## src/hw/rtl/asa_divider.sv

```systemverilog
// ----------------------------------------------------------------------------
// asa_divider
// Restoring unsigned divider, one quotient bit per cycle. done is high in
// the cycle of the last step; quotient holds until the next start.
// ----------------------------------------------------------------------------
module asa_divider #(
    parameter int N = 28,
    parameter int D = 12
) (
    input  logic         clk,
    input  logic         rst_n,
    input  logic         start,
    input  logic [N-1:0] dividend,
    input  logic [D-1:0] divisor,
    output logic         done,
    output logic [N-1:0] quotient
);
    localparam int STEP_W = (N > 1) ? $clog2(N) : 1;

    logic              busy_reg, busy_next;
    logic [STEP_W-1:0] step_reg, step_next;
    logic [N-1:0]      quo_reg, quo_next;
    logic [D-1:0]      rem_reg, rem_next;
    logic [D-1:0]      div_reg, div_next;
    logic [D:0]        rem_shift;
    logic [D:0]        diff;
    logic              ge;

    assign rem_shift = {rem_reg, quo_reg[N-1]};
    assign diff      = rem_shift - {1'b0, div_reg};
    assign ge        = rem_shift >= {1'b0, div_reg};
    assign done      = busy_reg && (step_reg == STEP_W'(N - 1));
    assign quotient  = quo_reg;

    always_comb
    begin
        busy_next = busy_reg;
        step_next = step_reg;
        quo_next  = quo_reg;
        rem_next  = rem_reg;
        div_next  = div_reg;
        if (start)
        begin
            busy_next = 1'b1;
            step_next = '0;
            quo_next  = dividend;
            rem_next  = '0;
            div_next  = divisor;
        end
        else if (busy_reg)
        begin
            quo_next  = {quo_reg[N-2:0], ge};
            rem_next  = ge ? diff[D-1:0] : rem_shift[D-1:0];
            step_next = step_reg + STEP_W'(1);
            if (done)
            begin
                busy_next = 1'b0;
            end
        end
    end

    always_ff @(posedge clk or negedge rst_n)
    begin
        if (!rst_n)
        begin
            busy_reg <= 1'b0;
            step_reg <= '0;
        end
        else
        begin
            busy_reg <= busy_next;
            step_reg <= step_next;
        end
    end

    always_ff @(posedge clk)
    begin
        quo_reg <= quo_next;
        rem_reg <= rem_next;
        div_reg <= div_next;
    end

endmodule

```

## config.mk

```make
export PLATFORM = sky130hd
export DESIGN_NAME = asa_divider
export DESIGN_NICKNAME = d
export VERILOG_FILES = /design/src/hw/rtl/asa_divider.sv
export SDC_FILE = /design/constraint.sdc
export NUM_CORES = 1
export LEC_CHECK = 0
export BUFFER_PORTS_ARGS = -buffer_cell sky130_fd_sc_hd__buf_2
export CORE_MARGIN = 3
export CORE_UTILIZATION = 40
export DETAILED_ROUTE_END_ITERATION = 8
export GPL_ROUTABILITY_DRIVEN = 0
export PLACE_DENSITY_LB_ADDON = 0.3
export SLEW_MARGIN = 20
export SYNTH_ARGS = -nofsm -noshare
export SYNTH_HDL_FRONTEND = slang
export SYNTH_SLANG_ARGS = --single-unit
```

## constraint.sdc

```tcl
create_clock -name clk -period 5.7 [get_ports clk]
set_input_delay 0.57 -clock clk [delete_from_list [all_inputs] [get_ports clk]]
set_output_delay 0.57 -clock clk [all_outputs]
set_load 0.02 [all_outputs]
```

After elaboration in Yosys (flattened, before gate mapping) --
Index checks and enable logic that the tools add are counted.
Operators by class: eq/ne operators 1, magnitude comparators 1, reduce and logical (&&, ||, !) cells 2, multiplexer cells 8, add/sub/neg operators 2
Operator list (count):
- $mux W28 | 2
- $ge A13 B12 Y1 | 1
- $mux W12 | 1
- $sub A12 B12 Y12 | 1
- $mux W5 | 2
- $add A5 B1 Y5 const B | 1
- $eq A5 B5 Y1 const B | 1
- $mux W1 | 3
- $reduce_bool A2 Y1 | 1
- $logic_and A1 B1 Y1 | 1
Storage, ports and cells: input bits 43, output and inout port bits 29, logic and storage cells 19, register bits after elaboration 58

Logic depth before layout (Yosys ltp) --
word-level depth 5, gate-level depth with buffers 9, depth with buffers taken out 9

Worst setup path after synthesis --
OpenSTA, ideal clock, no wires.
path type register -> register, from register quo_reg[27] (netlist: quotient[27]), to register rem_reg[6], data required time 5609 ps, library setup time 91 ps, setup slack 3513 ps, arrival 2096 ps, stages on the path, launching flop included 10, clock period less this slack 2187 ps, path buffers 0, cell sequence edfxtp_1 -> inv_1 -> ha_1 -> fa_1 -> nor2b_1 -> o21bai_1 -> a21boi_0 -> or3_2 -> nand3_1 -> a311oi_1
Between the ends: cells in the longest elaborated chain, start to end 2, elaborated cells on any way between the ends 3, classes of those cells add/sub: 1; order compare: 1; mux: 1
Ends and longest elaborated chain:
- start, declared | RTL line 22 | logic [N-1:0] quo_reg, quo_next;
- start signal, assigned | RTL line 78 | quo_reg <= quo_next;
- $sub A12 B12 Y12 or $ge A13 B12 Y1 (tied branches) | RTL line 30, 31
- $mux W12 (*) | RTL line 53 | rem_next = ge ? diff[D-1:0] : rem_shift[D-1:0];
- end signal, assigned | RTL line 79 | rem_reg <= rem_next;
- end, declared | RTL line 23 | logic [D-1:0] rem_reg, rem_next;
Every way passes the cells marked *; elsewhere a longest branch is shown, timed or not. A chain may end at the register's enable or synchronous reset.

Worst setup path after layout --
from register rem_reg[5], to register rem_reg[0]
Between the ends: cells in the longest elaborated chain, start to end 2
Ends and longest elaborated chain:
- $ge A13 B12 Y1 | RTL line 31 | assign ge = rem_shift >= {1'b0, div_reg};
- $mux W12 | RTL line 53
No other way between the ends.

==> summary by stage <==
Run status
The flow ran to the end, and the final reports show no timing, DRC or antenna violations.

GRT
Across every metal layer, demand over resource in global routing totals 14.71%. The initial antenna violation count is 0. Global routing finished with a remaining overflow of 0. The number of global-route vias before repair is 2059. The first global-routing pass estimated 9791 microns of wire. Entering global routing, the biggest net connects 33 pins.

Floorplanning
The placeable core area is 0.006982 sq mm. The effective utilization at floorplan is a little over two fifths. The die covers ~0.0084 sq mm.

The floorplan step set the die width to slightly above 90 microns. The I/O pin count is between 70 and 80. In this run the core area contains 30 standard-cell rows. The height of the chip is 91.88 microns.

Clock network
The H-tree depth is 3. After clock tree synthesis, the flow added hold-fix buffers numbering 0. The tree is rooted in a clkbuf_8. Counting along the longest clock path gives a buffer depth of 2. The tree built by TritonCTS fans out to 58 sinks. The count of buffers added by post-CTS timing repair for setup is 0. The clock transition at the registers of the reported paths is about 0.060 ns. Buffers inserted during clock tree synthesis total 9. The number of gates given a new drive strength after cts is 0. The TritonCTS clock tree is done. The clock reaches the later pin of the worst-skew pair after about 0.34 ns.

Yosys
The most used flip-flop cell after synthesis is edfxtp_1. The number of warnings issued by yosys is 0. The post-synthesis cell type count is 46. By area the synthesized netlist is led by edfxtp_1, mux2_2, dfxtp_1. For this run, asynchronously set or reset flops after synthesis account for between 10% and 20%. The library cell with the largest summed area after synthesis is edfxtp_1. The portion of the post-synthesis area used by sequential elements is 53.94%. The post-synth design cell area is 0.002950 sq mm. The number of nets handed over by synthesis was about 310. The number of register bits inferred by synthesis is 58. The synthesized design contains 40 enable-type register cells. The mean post-synth cell area is 11.85 sq um.

The area share of the largest cell type after synthesis is 40.71%. The post-synthesis cell count is 249.

Routing
After detailed routing, the number of vias per cell comes to just over 5. Dividing the detail-routed wire length by the instance count gives between 10 and 15 microns. For this run, design rule violations remaining after detail routing come to 0. Detailed routing inserted a total of 2126 vias. The first detailed-routing pass ran for 4 iterations.

After the first detailed-routing iteration, the DRC count stood at 92. The routed wire length is 5899 microns. The detail route stage leaves a number of antenna-violating nets equal to 0.

Critical path
The startpoint identified for the worst register-to-register timing path is rem_reg[5]$_SDFFE_PP0P_. The most numerous cell on the critical path is a21o_1. For flop-to-flop paths, the worst setup slack is 3.14 ns.

The number of cells traversed by the worst register-to-register path is 7. Data on the critical path arrives at its endpoint at 2.82 ns. STA classifies the critical path endpoint as a register. In this run the worst path has a maximum fanout of 11.

The required arrival time at the worst endpoint is around 6.0 ns. Walking the worst path, the cells encountered are ha_1, a21o_1, a221o_1, nor2_1, a21o_1, mux2_2, a211oi_1. The largest stage delay on the critical path is ~0.4 ns. The kind of start point of the critical path is a register. The most critical setup path has its endpoint at rem_reg[0]$_SDFFE_PP0P_. The slowest stage of the critical path is the a21o_1 cell. The setup path with the least slack is of type register to register. The worst register-to-register path ends at rem_reg[0]$_SDFFE_PP0P_. Tracing the worst setup path back leads to its startpoint at rem_reg[5]$_SDFFE_PP0P_.

STA
Setup violations remaining at the end of the flow were counted as 0. The post-route worst setup slack is between 3 and 4 ns. The final count of pins violating max slew is 0. The period utilization is between 40% and 50%. The max-slew headroom at the worst pin is 31.56%. The post-route setup TNS is 0 ns. Setup repair after global routing left no endpoint under its margin. The clock tree skew after final layout is 0.009402 ns. The pin slew with the least headroom to its limit is a little over 1 ns. The maximum operating frequency is 390.1 MHz.

The number of hold violations in the final report is 0. The worst path in the final design needs a cycle of roughly 2.6 ns, including I/O delays and setup.

Final layout
The share of cells above drive strength 1 is 37.31%. After the last flow step, the layout net total stands at 380. The number of antenna diodes in the final layout is 0.

The register with the most flip-flops in the layout has 28 of them. The area of the multi-input gates is 0.001261 sq mm. The area taken by flip-flops and latches is 0.001592 sq mm. The finished layout holds between 400 and 500 standard cells, fillers aside.

The area added between synthesis and finish is 20.36%. The fill cell instance count of the final layout is around 680. The post-layout instance area is ~0.0036 sq mm.

Power
For this design the ratio of total power to cell area is 270.9 mW/mm^2. IR analysis of the VDD net gives a maximum drop of 158.3 uV. The leakage component of the power is 1.541 nW. The total power after layout is 961.9 uW.

Placement
The number of placed instances, taps included is approximately 400. The number of buffer cells added on primary ports is 71. The post-placement setup slack is 3.143 ns. The HPWL after detailed placement is 4201 microns. The instance area at placement is between 0.003 and 0.004 sq mm.

Flow run
The count of max-cap constraint violations is 0.

Worst hold path
The worst hold path belongs to the class primary input to asynchronous set/reset pin.
==> cell usage after synthesis, drive strengths merged (2+ instances only) <==
library cell,n
a211oi,3
a21o,5
a21oi,7
a311oi,7
a31o,2
a31oi,2
a41oi,2
buf,4
clkbuf,5
dfrtp,6
dfxtp,12
edfxtp,40
ha,13
inv,15
mux2,29
mux2i,2
nand2,19
nand3,4
nand3b,2
nand4,3
nor2,22
nor2b,2
nor3,2
nor3b,3
o21a,2
o21ai,9
or3,4
xnor2,4
xor2,6
==> per-layer routing <==
layer | GRT usage, % | part of all wire (%) | vias to the layer above
met1 | 19.75 | 47 | 998
met3 | 3.117 | 4.0 | 9
li1 | - | - | 1074
met5 | 0 | 0 | -
met2 | 22.45 | 47 | 45
met4 | 7.426 | 2.3 | 0
==> power by group <==
| group | switching [mW] | total, mW | internal (mW) |
|---|---|---|---|
| clock network | 0.161 | 0.313 | 0.151 |
| registers | 0.0152 | 0.501 | 0.485 |
| logic | 0.0815 | 0.149 | 0.0671 |
| total | 0.258 | 0.962 | 0.704 |
==> cells in the final DEF, fill, tap and decap left out, drive strengths merged, types with 5 or more instances in the layout <==
| cell type | n |
|---|---|
| dfrtp | 6 |
| dfxtp | 12 |
| clkbuf | 9 |
| nor2 | 22 |
| ha | 13 |
| xor2 | 6 |
| o21ai | 9 |
| a21o | 5 |
| mux2 | 29 |
| a311oi | 7 |
| a21oi | 7 |
| edfxtp | 40 |
| inv | 15 |
| buf | 72 |
| nand2 | 19 |
==> cells by family (layout without fill, tap and decap cells) <==
family | Yosys count | after routing | synth area share [%]
adders and majority gates | 14 | 14 | 6.192
buffers and inverters | 24 | 102 | 3.308
DFF | 58 | 58 | 53.94
and+or+nand+nor | 64 | 64 | 10.18
muxes | 31 | 31 | 11.75
xor gates and xnor gates | 10 | 10 | 2.968
AOI/OAI and AO/OA | 48 | 48 | 11.66
==> area by class of cell <==
class / count / area share (%)
Inverter: 15 / 1.586
Timing Repair Buffer: 72 / 10.22
Clock inverter: 6 / 0.9866
Multi-Input combinational cell: 167 / 35.52
Tap cell: 96 / 3.383
Sequential cell: 58 / 44.82
Clock buffer: 9 / 3.488
==> worst max-delay path, delay by kind of cell (launching register included) <==
kind,cells,cell delay (ns)
compound gates,4,1.21
mux,1,0.38
simple gates,1,0.17
fa+ha+maj,1,0.38
flops,1,0.33
==> through the flow <==
| stage | hold WS (ns) | util (%) |
|---|---|---|
| 2_1_floorplan | 0.2744 | - |
| 3_5_place_dp | 0.4047 | 48.58 |
| 6_report | 0.05041 | 50.86 |
| 4_1_cts | 0.04115 | 50.86 |
| 3_3_place_gp | 0.4040 | 48.58 |
| 5_1_grt | 0.04888 | 50.86 |
==> worst min-delay path by stage <==
| stage | from | to | slack [ns] | depth (start not counted) |
|---|---|---|---|---|
| after floorplan | rst_n | busy_reg$_DFF_PN0_ | 0.27 | 0 |
| after global placement | rst_n | step_reg[4]$_DFFE_PN0P_ | 0.40 | 1 |
| after detailed placement | rst_n | step_reg[2]$_DFFE_PN0P_ | 0.40 | 1 |
| after CTS | rst_n | step_reg[4]$_DFFE_PN0P_ | 0.04 | 1 |
| after global routing | rst_n | step_reg[1]$_DFFE_PN0P_ | 0.05 | 1 |
| final | rst_n | step_reg[1]$_DFFE_PN0P_ | 0.05 | 1 |
Power figures use the tool's default switching activity.
